$ cat config.mk
export PLATFORM = sky130hd
export DESIGN_NAME = stepper_move_interval_generator_flat
export DESIGN_NICKNAME = d
export VERILOG_FILES = /design/src/design/smig_pkg.sv /design/src/design/smig_if.sv /design/src/design/stepper_move_interval_generator.sv /design/src/design/smig_dp.sv /design/src/design/smig_ctrl.sv /design/src/flat_wrapper.sv
export SDC_FILE = /design/constraint.sdc
export NUM_CORES = 1
export LEC_CHECK = 0
export ABC_AREA = 1
export BUFFER_PORTS_ARGS = -buffer_cell sky130_fd_sc_hd__clkbuf_2
export CORE_ASPECT_RATIO = 1.5
export CORE_MARGIN = 1.5
export CORE_UTILIZATION = 44
export DETAILED_ROUTE_END_ITERATION = 8
export PLACE_DENSITY = 0.65
export RECOVER_POWER = 25
export SYNTH_ARGS = -nofsm -noshare
export SYNTH_HDL_FRONTEND = slang
export SYNTH_SLANG_ARGS = --single-unit
export TNS_END_PERCENT = 20
$ cat constraint.sdc
create_clock -name clk -period 6.8 [get_ports clk]
set_clock_uncertainty 0.2 [all_clocks]
set_input_delay 1.36 -clock clk [delete_from_list [all_inputs] [get_ports clk]]
set_output_delay 1.36 -clock clk [all_outputs]
set_load 0.1 [all_outputs]
$ cat src/design/smig_pkg.sv
// ----------------------------------------------------------------------------
// smig_pkg: shared types and constants of the stepper move interval generator
// Field widths, status codes and the command/status bundles between the
// controller and the datapath.
// ----------------------------------------------------------------------------
`default_nettype none

package smig_pkg;

	localparam int MAX_STEPS    = 64;
	localparam int AXES         = 4;

	localparam int AXIS_IN_W    = 2;
	localparam int TIME_W       = 32;
	localparam int POS_W        = 32;
	localparam int INTERVAL_W   = 17;
	localparam int PRESCALE_W   = 16;
	localparam int STATUS_W     = 2;

	// Normalized duration width; values at or above 2**NORM_W get halved
	localparam int NORM_W       = 16;
	localparam int AXIS_W       = $clog2(AXES);
	// Holds a step count up to MAX_STEPS inclusive
	localparam int STEP_W       = $clog2(MAX_STEPS + 1);
	// One mask bit per ruler level of a step index
	localparam int MASK_W       = STEP_W;
	localparam int KW           = $clog2(MASK_W);

	typedef enum logic [STATUS_W-1:0] {
		ST_STEP    = 2'd0,
		ST_NOMOVE  = 2'd1,
		ST_TOOLONG = 2'd2
	} status_t;

	typedef struct packed {
		logic    load;
		logic    shift;
		logic    latch_steps;
		logic    div_step;
		logic    mask_init;
		logic    mask_step;
		logic    cnt_clr;
		logic    emit_step;
		logic    emit_single;
		status_t single_code;
	} dp_cmd_t;

	typedef struct packed {
		logic x_big;
		logic diff_zero;
		logic too_long;
		logic div_last;
		logic mask_done;
		logic last_step;
	} dp_sts_t;

endpackage

`default_nettype wire

$ cat src/design/smig_if.sv
// ----------------------------------------------------------------------------
// smig_if: request and result channel interfaces
// Valid/ready channels carrying the move request and the step result fields.
// ----------------------------------------------------------------------------
`default_nettype none

interface smig_cmd_if;
	logic                                   valid;
	logic                                   ready;
	logic        [smig_pkg::AXIS_IN_W-1:0] axis;
	logic        [smig_pkg::TIME_W-1:0]    move_time;
	logic signed [smig_pkg::POS_W-1:0]     target_position;

	modport source (output valid, axis, move_time, target_position, input ready);
	modport sink   (input valid, axis, move_time, target_position, output ready);
endinterface

interface smig_res_if;
	logic                               valid;
	logic                               ready;
	logic [smig_pkg::INTERVAL_W-1:0]   interval;
	logic [smig_pkg::PRESCALE_W-1:0]   prescale;
	logic                               direction;
	logic [smig_pkg::STATUS_W-1:0]     status;
	logic                               last;

	modport source (output valid, interval, prescale, direction, status, last, input ready);
	modport sink   (input valid, interval, prescale, direction, status, last, output ready);
endinterface

`default_nettype wire

$ cat src/design/stepper_move_interval_generator.sv
// ----------------------------------------------------------------------------
// stepper_move_interval_generator: per-step timer reloads for a stepper move
// Takes a move request (axis, duration, target), normalizes the duration to
// 16 bits with a power-of-two prescaler and emits one reload per step.
// ----------------------------------------------------------------------------
//
//   port  role    payload                                   carries
//   ----  ------  ----------------------------------------  ------------------
//   cmd   sink    axis, move_time, target_position          one move request
//   res   source  interval, prescale, direction, status,     one result each
//                 last                                        step (or one flag)
//
// Sequence: a request is taken in idle, halved until it fits in 16 bits and then
//   checked; a no-move or too-long request then yields its single result. A real
//   move goes on to the serial divider, a setup state and the mask unit, then
//   emits one result per cycle while a low res.ready does not hold the emit phase.
//   The divider yields one quotient bit per cycle.
// Reset: arst_n clears the state machine, the result valid flag and all four
//   axis positions to zero.
// Stalls: the result register frees as soon as res.ready takes it; a low
//   res.ready holds the emit phase, and the next request is taken while the
//   final result of the previous one still waits.
`default_nettype none

module stepper_move_interval_generator (
	input  logic       clk,
	input  logic       arst_n,
	smig_cmd_if.sink   cmd,
	smig_res_if.source res
);

	smig_pkg::dp_cmd_t ctl;
	smig_pkg::dp_sts_t sts;

	// Sequencer: decides each cycle which datapath operation runs and
	// tracks whether the result register holds an untaken result.
	smig_ctrl u_ctrl (
		.clk       (clk),
		.arst_n    (arst_n),
		.cmd_valid (cmd.valid),
		.cmd_ready (cmd.ready),
		.res_valid (res.valid),
		.res_ready (res.ready),
		.ctl       (ctl),
		.sts       (sts)
	);

	// Datapath: positions are updated on request accept; the divider, mask
	// unit and result register work on the captured request.
	smig_dp u_dp (
		.clk             (clk),
		.arst_n          (arst_n),
		.ctl             (ctl),
		.sts             (sts),
		.axis            (cmd.axis),
		.move_time       (cmd.move_time),
		.target_position (cmd.target_position),
		.interval        (res.interval),
		.prescale        (res.prescale),
		.direction       (res.direction),
		.status          (res.status),
		.last            (res.last)
	);

endmodule

`default_nettype wire

$ cat src/design/smig_dp.sv
// ----------------------------------------------------------------------------
// smig_dp: datapath of the stepper move interval generator
// Axis positions, duration normalizer, serial divider, spread-mask unit and
// the result register, all stepped by the controller's commands.
// ----------------------------------------------------------------------------
`default_nettype none

module smig_dp (
	input  logic                                  clk,
	input  logic                                  arst_n,
	input  smig_pkg::dp_cmd_t                     ctl,
	output smig_pkg::dp_sts_t                     sts,
	input  logic        [smig_pkg::AXIS_IN_W-1:0] axis,
	input  logic        [smig_pkg::TIME_W-1:0]    move_time,
	input  logic signed [smig_pkg::POS_W-1:0]     target_position,
	output logic        [smig_pkg::INTERVAL_W-1:0] interval,
	output logic        [smig_pkg::PRESCALE_W-1:0] prescale,
	output logic                                  direction,
	output logic        [smig_pkg::STATUS_W-1:0]  status,
	output logic                                  last
);

	logic signed [smig_pkg::POS_W-1:0]      pos_q [smig_pkg::AXES];
	logic        [smig_pkg::TIME_W-1:0]     x_q;
	logic        [smig_pkg::PRESCALE_W-1:0] pre_q;
	logic signed [smig_pkg::POS_W:0]        diff_q;
	logic        [smig_pkg::STEP_W-1:0]     steps_q;
	logic        [smig_pkg::STEP_W-1:0]     cnt_q;
	logic        [smig_pkg::STEP_W-1:0]     rem_q;
	logic        [smig_pkg::STEP_W-1:0]     b_q;
	logic        [smig_pkg::STEP_W-1:0]     a_q;
	logic        [smig_pkg::MASK_W-1:0]     mask_q;

	logic [smig_pkg::INTERVAL_W-1:0] interval_q;
	logic [smig_pkg::PRESCALE_W-1:0] prescale_q;
	logic                            direction_q;
	logic [smig_pkg::STATUS_W-1:0]   status_q;
	logic                            last_q;

	logic [smig_pkg::AXIS_W-1:0]     ax;
	logic [smig_pkg::POS_W:0]        mag;
	logic [smig_pkg::STEP_W:0]       trial;
	logic                            ge;
	logic [smig_pkg::STEP_W-1:0]     rem_next;
	logic [smig_pkg::KW-1:0]         k;
	logic [smig_pkg::KW:0]           k1;
	logic [smig_pkg::STEP_W-1:0]     y;
	logic [smig_pkg::STEP_W:0]       y_rnd;
	logic [smig_pkg::STEP_W-1:0]     sub;
	logic [smig_pkg::STEP_W-1:0]     idx1;
	logic [smig_pkg::STEP_W-1:0]     ruler;
	logic                            hit;
	logic [smig_pkg::INTERVAL_W-1:0] iv;

	assign ax = smig_pkg::AXIS_W'(axis % smig_pkg::AXES);

	// Distance magnitude, 33 bits so the full signed span never wraps
	assign mag = diff_q[smig_pkg::POS_W] ? (smig_pkg::POS_W+1)'(0) - unsigned'(diff_q)
	                                     : unsigned'(diff_q);

	// Restoring divider: one quotient bit per cycle, dividend shifts out of x_q
	assign trial    = {rem_q, x_q[smig_pkg::NORM_W-1]};
	assign ge       = trial >= {1'b0, steps_q};
	assign rem_next = ge ? smig_pkg::STEP_W'(trial - {1'b0, steps_q})
	                     : smig_pkg::STEP_W'(trial);

	// Spread mask: sub = ceil((steps - (2**k - 1)) / 2**(k+1))
	assign k     = cnt_q[smig_pkg::KW-1:0];
	assign k1    = {1'b0, k} + (smig_pkg::KW+1)'(1);
	assign y     = steps_q - ((smig_pkg::STEP_W'(1) << k) - smig_pkg::STEP_W'(1));
	assign y_rnd = {1'b0, y} + (((smig_pkg::STEP_W+1)'(1) << k1)
	               - (smig_pkg::STEP_W+1)'(1));
	assign sub   = smig_pkg::STEP_W'(y_rnd >> k1);

	// Ruler level of the step index selects the mask bit
	assign idx1  = cnt_q + smig_pkg::STEP_W'(1);
	assign ruler = ~cnt_q & idx1;
	assign hit   = |(ruler & mask_q);
	assign iv    = {1'b0, x_q[smig_pkg::NORM_W-1:0]} + smig_pkg::INTERVAL_W'(hit);

	assign sts.x_big     = |x_q[smig_pkg::TIME_W-1:smig_pkg::NORM_W];
	assign sts.diff_zero = diff_q == '0;
	assign sts.too_long  = mag > (smig_pkg::POS_W+1)'(smig_pkg::MAX_STEPS);
	assign sts.div_last  = cnt_q == smig_pkg::STEP_W'(smig_pkg::NORM_W - 1);
	assign sts.mask_done = (b_q == '0) || (a_q == '0);
	assign sts.last_step = idx1 == steps_q;

	always_ff @(posedge clk or negedge arst_n) begin
		if (!arst_n) begin
			for (int i = 0; i < smig_pkg::AXES; i++) begin
				pos_q[i] <= '0;
			end
			cnt_q <= '0;
		end else begin
			if (ctl.load) begin
				pos_q[ax] <= target_position;
			end
			if (ctl.cnt_clr || ctl.mask_init) begin
				cnt_q <= '0;
			end else if (ctl.div_step || ctl.mask_step || ctl.emit_step) begin
				cnt_q <= cnt_q + smig_pkg::STEP_W'(1);
			end
		end
	end

	always_ff @(posedge clk) begin
		if (ctl.load) begin
			x_q    <= move_time;
			pre_q  <= '0;
			diff_q <= (smig_pkg::POS_W+1)'(target_position) - (smig_pkg::POS_W+1)'(pos_q[ax]);
		end else if (ctl.shift) begin
			x_q   <= x_q >> 1;
			pre_q <= {pre_q[smig_pkg::PRESCALE_W-2:0], 1'b1};
		end else if (ctl.div_step) begin
			x_q <= {x_q[smig_pkg::TIME_W-1:smig_pkg::NORM_W],
			        x_q[smig_pkg::NORM_W-2:0], ge};
		end
		if (ctl.latch_steps) begin
			steps_q <= mag[smig_pkg::STEP_W-1:0];
			rem_q   <= '0;
		end else if (ctl.div_step) begin
			rem_q <= rem_next;
		end
		if (ctl.mask_init) begin
			b_q    <= rem_q + smig_pkg::STEP_W'(1);
			a_q    <= steps_q;
			mask_q <= '0;
		end else if (ctl.mask_step) begin
			if (b_q > sub) begin
				b_q       <= b_q - sub;
				mask_q[k] <= 1'b1;
			end
			a_q <= a_q >> 1;
		end
		if (ctl.emit_step) begin
			interval_q  <= iv;
			prescale_q  <= pre_q;
			direction_q <= diff_q[smig_pkg::POS_W];
			status_q    <= smig_pkg::ST_STEP;
			last_q      <= sts.last_step;
		end else if (ctl.emit_single) begin
			interval_q  <= '0;
			prescale_q  <= pre_q;
			direction_q <= diff_q[smig_pkg::POS_W];
			status_q    <= ctl.single_code;
			last_q      <= 1'b1;
		end
	end

	assign interval  = interval_q;
	assign prescale  = prescale_q;
	assign direction = direction_q;
	assign status    = status_q;
	assign last      = last_q;

	a_steps_range: assert property (@(posedge clk) disable iff (!arst_n)
		ctl.latch_steps |=> (steps_q != '0
		&& (smig_pkg::STEP_W+1)'(steps_q) <= (smig_pkg::STEP_W+1)'(smig_pkg::MAX_STEPS)))
		else $error("step count latched out of range");

	a_rem_range: assert property (@(posedge clk) disable iff (!arst_n)
		ctl.mask_init |-> rem_q < steps_q)
		else $error("division remainder not below step count");

	a_emit_index: assert property (@(posedge clk) disable iff (!arst_n)
		ctl.emit_step |-> cnt_q < steps_q)
		else $error("step index past step count");

endmodule

`default_nettype wire

$ cat src/design/smig_ctrl.sv
// ----------------------------------------------------------------------------
// smig_ctrl: controller of the stepper move interval generator
// Sequences normalize, check, divide, mask and emit phases and owns the
// result valid flag.
// ----------------------------------------------------------------------------
`default_nettype none

module smig_ctrl (
	input  logic              clk,
	input  logic              arst_n,
	input  logic              cmd_valid,
	output logic              cmd_ready,
	output logic              res_valid,
	input  logic              res_ready,
	output smig_pkg::dp_cmd_t ctl,
	input  smig_pkg::dp_sts_t sts
);

	typedef enum logic [2:0] {
		S_IDLE,
		S_NORM,
		S_CHECK,
		S_DIV,
		S_MINIT,
		S_MASK,
		S_EMIT
	} state_t;

	state_t state_q, state_d;
	logic   res_valid_q;
	logic   slot_free;

	assign slot_free = !res_valid_q || res_ready;
	assign cmd_ready = state_q == S_IDLE;
	assign res_valid = res_valid_q;

	always_comb begin
		state_d         = state_q;
		ctl             = '0;
		ctl.single_code = smig_pkg::ST_STEP;
		unique case (state_q)
			S_IDLE: begin
				if (cmd_valid) begin
					ctl.load = 1'b1;
					state_d  = S_NORM;
				end
			end
			S_NORM: begin
				if (sts.x_big) begin
					ctl.shift = 1'b1;
				end else begin
					state_d = S_CHECK;
				end
			end
			S_CHECK: begin
				if (sts.diff_zero || sts.too_long) begin
					if (slot_free) begin
						ctl.emit_single = 1'b1;
						ctl.single_code = sts.diff_zero ? smig_pkg::ST_NOMOVE
						                                : smig_pkg::ST_TOOLONG;
						state_d         = S_IDLE;
					end
				end else begin
					ctl.latch_steps = 1'b1;
					ctl.cnt_clr     = 1'b1;
					state_d         = S_DIV;
				end
			end
			S_DIV: begin
				ctl.div_step = 1'b1;
				if (sts.div_last) begin
					state_d = S_MINIT;
				end
			end
			S_MINIT: begin
				ctl.mask_init = 1'b1;
				state_d       = S_MASK;
			end
			S_MASK: begin
				if (sts.mask_done) begin
					ctl.cnt_clr = 1'b1;
					state_d     = S_EMIT;
				end else begin
					ctl.mask_step = 1'b1;
				end
			end
			S_EMIT: begin
				if (slot_free) begin
					ctl.emit_step = 1'b1;
					if (sts.last_step) begin
						state_d = S_IDLE;
					end
				end
			end
			default: begin
				state_d = S_IDLE;
			end
		endcase
	end

	always_ff @(posedge clk or negedge arst_n) begin
		if (!arst_n) begin
			state_q     <= S_IDLE;
			res_valid_q <= 1'b0;
		end else begin
			state_q <= state_d;
			if (ctl.emit_step || ctl.emit_single) begin
				res_valid_q <= 1'b1;
			end else if (res_ready) begin
				res_valid_q <= 1'b0;
			end
		end
	end

	a_one_load: assert property (@(posedge clk) disable iff (!arst_n)
		!(ctl.emit_step && ctl.emit_single))
		else $error("two result loads in one cycle");

	a_no_overwrite: assert property (@(posedge clk) disable iff (!arst_n)
		(ctl.emit_step || ctl.emit_single) |-> (!res_valid_q || res_ready))
		else $error("result register overwritten before taken");

	a_last_to_idle: assert property (@(posedge clk) disable iff (!arst_n)
		(ctl.emit_step && sts.last_step) |=> cmd_ready)
		else $error("no return to idle after last step");

endmodule

`default_nettype wire

$ cat src/flat_wrapper.sv
// flat-port wrapper written by rule: the top's interface ports become plain ports
module stepper_move_interval_generator_flat 
  (clk, arst_n, cmd_valid, cmd_axis, cmd_move_time, cmd_target_position, cmd_ready, res_valid, res_interval, res_prescale, res_direction, res_status, res_last, res_ready);
  smig_cmd_if cmd_i ();
  smig_res_if res_i ();
  input  logic clk;
  input  logic arst_n;
  input wire logic [$bits(cmd_i.valid)-1:0] cmd_valid;
  input wire logic [$bits(cmd_i.axis)-1:0] cmd_axis;
  input wire logic [$bits(cmd_i.move_time)-1:0] cmd_move_time;
  input wire logic [$bits(cmd_i.target_position)-1:0] cmd_target_position;
  output wire logic [$bits(cmd_i.ready)-1:0] cmd_ready;
  output wire logic [$bits(res_i.valid)-1:0] res_valid;
  output wire logic [$bits(res_i.interval)-1:0] res_interval;
  output wire logic [$bits(res_i.prescale)-1:0] res_prescale;
  output wire logic [$bits(res_i.direction)-1:0] res_direction;
  output wire logic [$bits(res_i.status)-1:0] res_status;
  output wire logic [$bits(res_i.last)-1:0] res_last;
  input wire logic [$bits(res_i.ready)-1:0] res_ready;
  assign cmd_i.valid = cmd_valid;
  assign cmd_i.axis = cmd_axis;
  assign cmd_i.move_time = cmd_move_time;
  assign cmd_i.target_position = cmd_target_position;
  assign cmd_ready = cmd_i.ready;
  assign res_valid = res_i.valid;
  assign res_interval = res_i.interval;
  assign res_prescale = res_i.prescale;
  assign res_direction = res_i.direction;
  assign res_status = res_i.status;
  assign res_last = res_i.last;
  assign res_i.ready = res_ready;
  stepper_move_interval_generator u_core (.clk(clk), .arst_n(arst_n), .cmd(cmd_i), .res(res_i));
endmodule
* Word-level counts from Yosys, hierarchy flattened
Cells that the tools add are included.
** Word-level totals
- Logic and storage cells :: 146
- Register bits :: 292
- Output and inout port bits :: 39
** Operators by class
- Shifts and indexed selects :: 3
- Equal/unequal tests :: 15
- $add $sub $neg :: 12
- Multiplexer cells :: 57
- Magnitude comparators :: 7
- Bitwise logic cells :: 5
- Reductions and logical operators :: 26
** Operators with widths (number)
- $mux W32 :: 5
- $bwmux W128 :: 1
- $bmux W32 S2 :: 1
- $demux W32 S2 :: 1
- $mux W7 :: 8
- $mux W16 :: 3
- $mux W17 :: 2
- $gt A33 B7 Y1 const B :: 1
- $logic_not A33 Y1 :: 1
- $mux W3 :: 11
- $mux W33 :: 1
- $sub A1 B33 Y33 const A :: 1
- $sub A32 B32 Y33 :: 1
- $pmux W3 S7 :: 1
- $sub A7 B7 Y7 :: 3
- $mux W1 :: 20
- $add A16 B1 Y17 :: 1
- $reduce_or A16 Y1 :: 1
- $add A7 B1 Y7 const B :: 2
- $and A7 B7 Y7 :: 2
- $logic_not A7 Y1 :: 2
- $reduce_bool A2 Y1 :: 6
- $eq A3 B3 Y1 const B :: 3
- $add A7 B8 Y8 :: 1
- other kinds (33) :: 46

* Depth between registers and ports, before layout
- Depth in word-level cells :: 9
- Depth in mapped cells :: 38

* Hierarchy
A second synthesis with hierarchy kept.
** Second synthesis, totals
- Cells, all modules :: 1991
- Area total of the unflattened synthesis :: 16769.8 µm²
** Modules (own cells, without submodules)
- smig_dp :: sequential area each 7652.3 µm², cells each 1926, area each 16390.7 µm², instances 1
- smig_ctrl :: sequential area each 100.1 µm², cells each 65, area each 379.1 µm², instances 1

* Worst setup path before layout
No wires, ideal clock.
- Path kind :: reg-to-reg
- Start :: register u_core.u_dp.cnt_q[0] (netlist name)
- End :: register u_core.u_dp.b_q[0] (netlist name), enable pin
- Data required time :: 6.219 ns
- Arrival time :: 5.348 ns
- Path slack :: 0.872 ns
- Cell stages (with the launch flop) :: 35
- Buffers on the path :: 2
- Setup time :: 0.381 ns
- Cell sequence :: dfrtp_1 buf_2 inv_2 clkbuf_1 ha_1 nand2_1 ha_1 inv_1 fa_1 xor2_1 ha_1 inv_1 ha_1 nand3_1 nand3_1 a21oi_1 o21ai_0 xor2_1 or2_2 nand3_1 nand2_1 o21bai_1 inv_1 ha_1 inv_1 nand3_1 nand2_1 nand2_1 nand2_1 a21oi_1 nor2_1 nor2_1 nor2_1 o21ai_0 o21ai_0
** Between the ends
- Cells in the longest elaborated chain, start to end :: 8
** Ends and longest elaborated chain
- start, declared :: line smig_dp.sv:28 : logic [smig_pkg::STEP_W-1:0] cnt_q;
- start signal, assigned :: line smig_dp.sv:101 : cnt_q <= cnt_q + smig_pkg::STEP_W'(1);
- $shl A1 B3 Y7 / $add A3 B1 Y4 (equally long branches) :: line smig_dp.sv:70, smig_dp.sv:69
- $sub A7 B1 Y7 / $shl A1 B4 Y8 (equally long branches) :: line smig_dp.sv:70, smig_dp.sv:71
- $sub A7 B7 Y7 / $sub A8 B1 Y8 (equally long branches) :: line smig_dp.sv:70, smig_dp.sv:72
- $add A7 B8 Y8 :: line smig_dp.sv:71 : assign y_rnd = {1'b0, y} + (((smig_pkg::STEP_W+1)'(1) << k1)
- $shr A8 B4 Y7 (*) :: line smig_dp.sv:73 : assign sub = smig_pkg::STEP_W'(y_rnd >> k1);
- $gt A7 B7 Y1 (*) :: line smig_dp.sv:129 : if (b_q > sub) begin
- $reduce_bool A2 Y1 (no source line) (*)
- $reduce_and A2 Y1 (no source line) (*)
- end signal, assigned :: line smig_dp.sv:125 : b_q <= rem_q + smig_pkg::STEP_W'(1);
- end signal, assigned :: line smig_dp.sv:130 : b_q <= b_q - sub;
- end, declared :: line smig_dp.sv:30 : logic [smig_pkg::STEP_W-1:0] b_q;
Mark *: on every way between the ends. The rest lies on a longest branch, timed or not.
A chain may end at the register's enable or synchronous reset.

* Final worst setup path
- Start :: register u_core.u_dp.cnt_q[1] (netlist name)
- End :: register u_core.u_dp.mask_q[6] (netlist name)
** Between the ends
- Cells in the longest elaborated chain, start to end :: 7
** Ends and longest elaborated chain
- $shl A1 B3 Y7 / $add A3 B1 Y4 (equally long branches) :: line smig_dp.sv:70, smig_dp.sv:69
- $sub A7 B1 Y7 / $shl A1 B4 Y8 (equally long branches) :: line smig_dp.sv:70, smig_dp.sv:71
- $sub A7 B7 Y7 / $sub A8 B1 Y8 (equally long branches) :: line smig_dp.sv:70, smig_dp.sv:72
- $add A7 B8 Y8 :: line smig_dp.sv:71
- $shr A8 B4 Y7 :: line smig_dp.sv:73
- $gt A7 B7 Y1 :: line smig_dp.sv:129
- $reduce_and A2 Y1 (no source line)
- end signal, assigned :: line smig_dp.sv:127 : mask_q <= '0;
- end signal, assigned by index :: line smig_dp.sv:131 : mask_q[k] <= 1'b1;
- end, declared :: line smig_dp.sv:32 : logic [smig_pkg::MASK_W-1:0] mask_q;
Several ways; a longest one is shown, not always the timed one.

==> results <==
- The flow ran to the end, but the final reports show violations.
- The checks that failed: capacitance limit, slew limit.
- Of the total synthesized cell area, the portion taken by full adders, half adders and majority gates is 0.0699.
- No sink is reached through more buffers than the 3 on the longest clock path.
- The number of nets at the end of the flow is 2,184.
- Summed over all layers, the global routing overflow is 0.
- Among all stages on the critical path, the largest delay is contributed by dfrtp_1.
- In this run the tool buffered the top-level ports with 108 buffer cells.
- After clock tree synthesis, the clock-pin slew on the worst setup and hold paths is 0.06 ns.
- Setup repair after global routing left no endpoint under its margin.
- The final setup violation count is 0.
- The power density over the cells is 537 nW/um^2.
- The synthesized design contains 292 register bits.
- The warning count from the yosys run is 0.
- After the flow finishes, the layout carries non-filler instances totaling 2,538.
- By count the netlist is led by nand2_1, inv_1, nor2_1.
- The share of synthesized area spent on multiplexers is 0.0406.
- The first global-routing pass estimated 64,900 um of wire.
- After synthesis, the largest family of logic cells by area is simple AND/OR/NAND/NOR gates.
- The worst-case IR drop observed on VDD is 344 uV.
- The share of the synthesized area in compound gates (AO/OA/AOI/OAI) is 0.130.
- The total placed cells including tap cells is 2,481.
- Dividing the final minimum period by the clock period gives 0.895.
- The leakage component of the power is 8.46 nW.
- Measured against its own limit, the worst slew margin works out to -1.56.
- Dividing the detail-routed wire length by the instance count gives 15.6 um.
- Routability-driven placement finished with a final weighted congestion of 0.886.
- The final hold slack is 0.240 ns.
- The share of final-layout standard cells stronger than drive strength 1 is 0.132.
- In the post-synthesis netlist, the cell with the most instances is nand2_1.
- The initial antenna violation count came to 2.
- In the final layout, the multi-input gates occupy 7670 sq um.
- The final number of hold-violating endpoints is 0.
- The H-tree depth reported by CTS is 1.
- The DRC violation count after routing is 0.
- The floorplan die width is 162 um.
- The count of clock tree sinks is 292.
- Of the post-synthesis cell area, the dominant cell type holds 0.218.
- The first-pass detailed-route iteration total is 5.
- STA puts the critical path data required time at 7.09 ns.
- TritonCTS built the clock tree.
- Counting the buffers created by CTS gives 30.
- The actual transition at the worst max-transition pin is 3.84 ns.
- The number of pins with negative max-slew slack in the final report was 297.
- The latest clock arrival within the worst-skew pair is 0.57 ns.
- The total area inside the core boundary comes to 37,400 sq um.
- Entering global routing, the biggest net connects 74 pins.
- The async set-or-reset flop fraction in the synthesized netlist is 0.476.
- In this run the worst path has a maximum fanout of 8.
- The number of different library cells in the post-synthesis netlist is 55.
- STA classifies the critical path endpoint as a flop.
- Ranked by total cell area, the synthesized netlist is headed by edfxtp_1, dfrtp_1, nand2_1, ha_1, inv_1.
- STA classifies the critical path startpoint as a flop.
- Hold repair after CTS inserted 0 buffers.
- The final HPWL from detailed placement is 29,300 um.
- Dividing the detail-routed via count by the number of cells gives 5.32.
- The average instance in the mapped netlist occupies 8.64 sq um.
- The max-capacitance violation count is 6.
- The final-layout fill cell count is 3,583.
- Of the total synthesized cell area, the portion taken by AND, OR, NAND and NOR gates is 0.188.
- The synthesized cell area is 16,600 sq um.
- The via count of the first global-routing pass is 13,500.
- The arrival time reported for the critical path endpoint is 6.38 ns.
- The xor and xnor area share after synthesis is 0.0310.
- The worst path needs 6.09 ns of the cycle, external delays included.
- Derived from the worst setup path, the maximum achievable clock frequency is 164 MHz.
- For this design the top-level I/O count stands at 109.
- The initial utilization of the core area, before any placement, comes to 0.445.
- The kind of path behind the tightest hold check is reg -> reg.
- The post-detailed-route count of antenna-violating nets is 0.
- The cell type with the highest aggregate area in the netlist is edfxtp_1.
- The most common flop cell mapped by yosys is dfrtp_1.
- The maximum cell stage delay along the critical path is 0.46 ns.
- The accumulated negative setup slack is 0 ns.
- Measured along the y axis, the die boundary spans 241 um.
- Synthesis produced a netlist with a net count of 2,086.
- The portion of the post-synthesis area used by sequential elements is 0.466.
- The floorplan has 87 rows.
- Registers take 7750 sq um.
- For flop-to-flop paths, the worst setup slack is 0.71 ns.
- The critical path is of the reg -> reg type.
- The root buffer cell chosen for the clock tree is clkbuf_16.
- For this block, the via count after detailed routing is 13,500.
- The floorplan die area is 39,000 sq um.
- The global router's overall resource usage is 0.203.
- The DRC marker count from the first detailed-route iteration is 696.
- The post-synthesis cell count is 1,926.
- From synthesis to final layout, the design area changed by 12.5%.
- Yosys mapped a number of flops with a built-in enable equal to 121.
- The routed wire length is 39,600 um.
## layout make-up
type,instances,share of cell area
clock inverters,15,0.00828
flip-flops and latches,292,0.414
clock buffers,41,0.0479
multi-input cells,1309,0.409
inverters,268,0.0537
diodes,1,0.000134
well taps,489,0.0327
repair buffers,123,0.0339
## where the power goes
| part | switching [mW] | internal [mW] | total [mW] |
|---|---|---|---|
| logic | 3.23 | 1.77 | 5.00 |
| registers | 0.460 | 2.87 | 3.33 |
| clock network | 0.695 | 1.04 | 1.73 |
## cells by family after synthesis
logic type               Yosys count
AND/OR/NAND/NOR                  727
AO/OA/AOI/OAI                    373
buffers and inverters            325
flip-flops                       292
adder cells (fa/ha/maj)           90
multiplexers                      60
XOR/XNOR                          59
## worst max-delay path, delay by kind of cell, from the launching register on
kind            cells  cell delay (ns)
xor+xnor            1             0.16
flops               1             0.46
simple gates       12             1.36
compound gates      7             1.09
fa+ha+maj           7             2.23
buf+inv             5             0.48
## registers in the layout, summed over array words and instances (netlist names), 7 cells and up
signal and count:
u_core.u_dp.mask_q 7, u_core.u_dp.interval 17, u_core.u_dp.b_q 7, u_core.u_dp.diff_q 33, u_core.u_dp.cnt_q 7, u_core.u_dp.steps_q 7, u_core.u_dp.a_q 7, u_core.u_dp.pre_q 16
u_core.u_dp.prescale 16, u_core.u_dp.rem_q 7, u_core.u_dp.pos_q 128, u_core.u_dp.x_q 32
## routing by layer
layer,track usage,vias to the layer above,wire length [um]
li1,-,6655,-
met1,0.231,6478,16000
met2,0.388,283,21000
met3,0.0240,81,1500
met4,0.0723,2,1160
met5,0,-,13
## per-stage QoR
stage	power, mW	util	area (sq um)	worst slack, ns
floorplan	7.21	-	16600	0.872
global placement	8.17	0.473	17700	0.571
detailed placement	8.34	0.473	17700	0.396
CTS	10.1	0.501	18800	0.365
global route	10.9	0.500	18700	0.0578
finish	10.1	0.500	18700	0.713
## final timing paths
check | to | startpoint | cells past startpoint
setup reg to reg | u_core.u_dp.mask_q[6]$_SDFFE_PP0P_ | u_core.u_dp.cnt_q[1]$_DFFE_PN0P_ | 32
max in group asynchronous | u_core.u_ctrl.state_q[2]$_DFFE_PN0P_ | arst_n | 2
min in group asynchronous | u_core.u_dp.pos_q[119]$_DFFE_PN0P_ | arst_n | 1
hold reg to reg | u_core.u_dp.prescale[0]$_DFFE_PP_ | u_core.u_dp.pre_q[0]$_SDFFE_PP0P_ | 0
hold / removal | u_core.u_dp.prescale[0]$_DFFE_PP_ | u_core.u_dp.pre_q[0]$_SDFFE_PP0P_ | 0
setup / recovery | u_core.u_dp.mask_q[6]$_SDFFE_PP0P_ | u_core.u_dp.cnt_q[1]$_DFFE_PN0P_ | 32
## timing repair
| item | CTS | global route |
|---|---|---|
| setup endpoints to repair | 0 | 7 |
| gates resized for setup | 0 | 3 |
| buffers inserted | 0 | 0 |
## cell usage in the layout (no fill, tap or decap), drive strengths merged, types with 9 or more instances in the layout
cell type,n
dfrtp,139
nand3,75
nor2,194
dfxtp,32
nand4,18
mux2,60
a221oi,31
a31oi,20
o22ai,34
inv,267
buf,11
nor4,9
o21ai,161
xnor2,24
xor2,35
clkbuf,153
ha,85
edfxtp,121
a21oi,90
nor3,24
clkinv,12
nand2,397
Power figures use the tool's default switching activity.
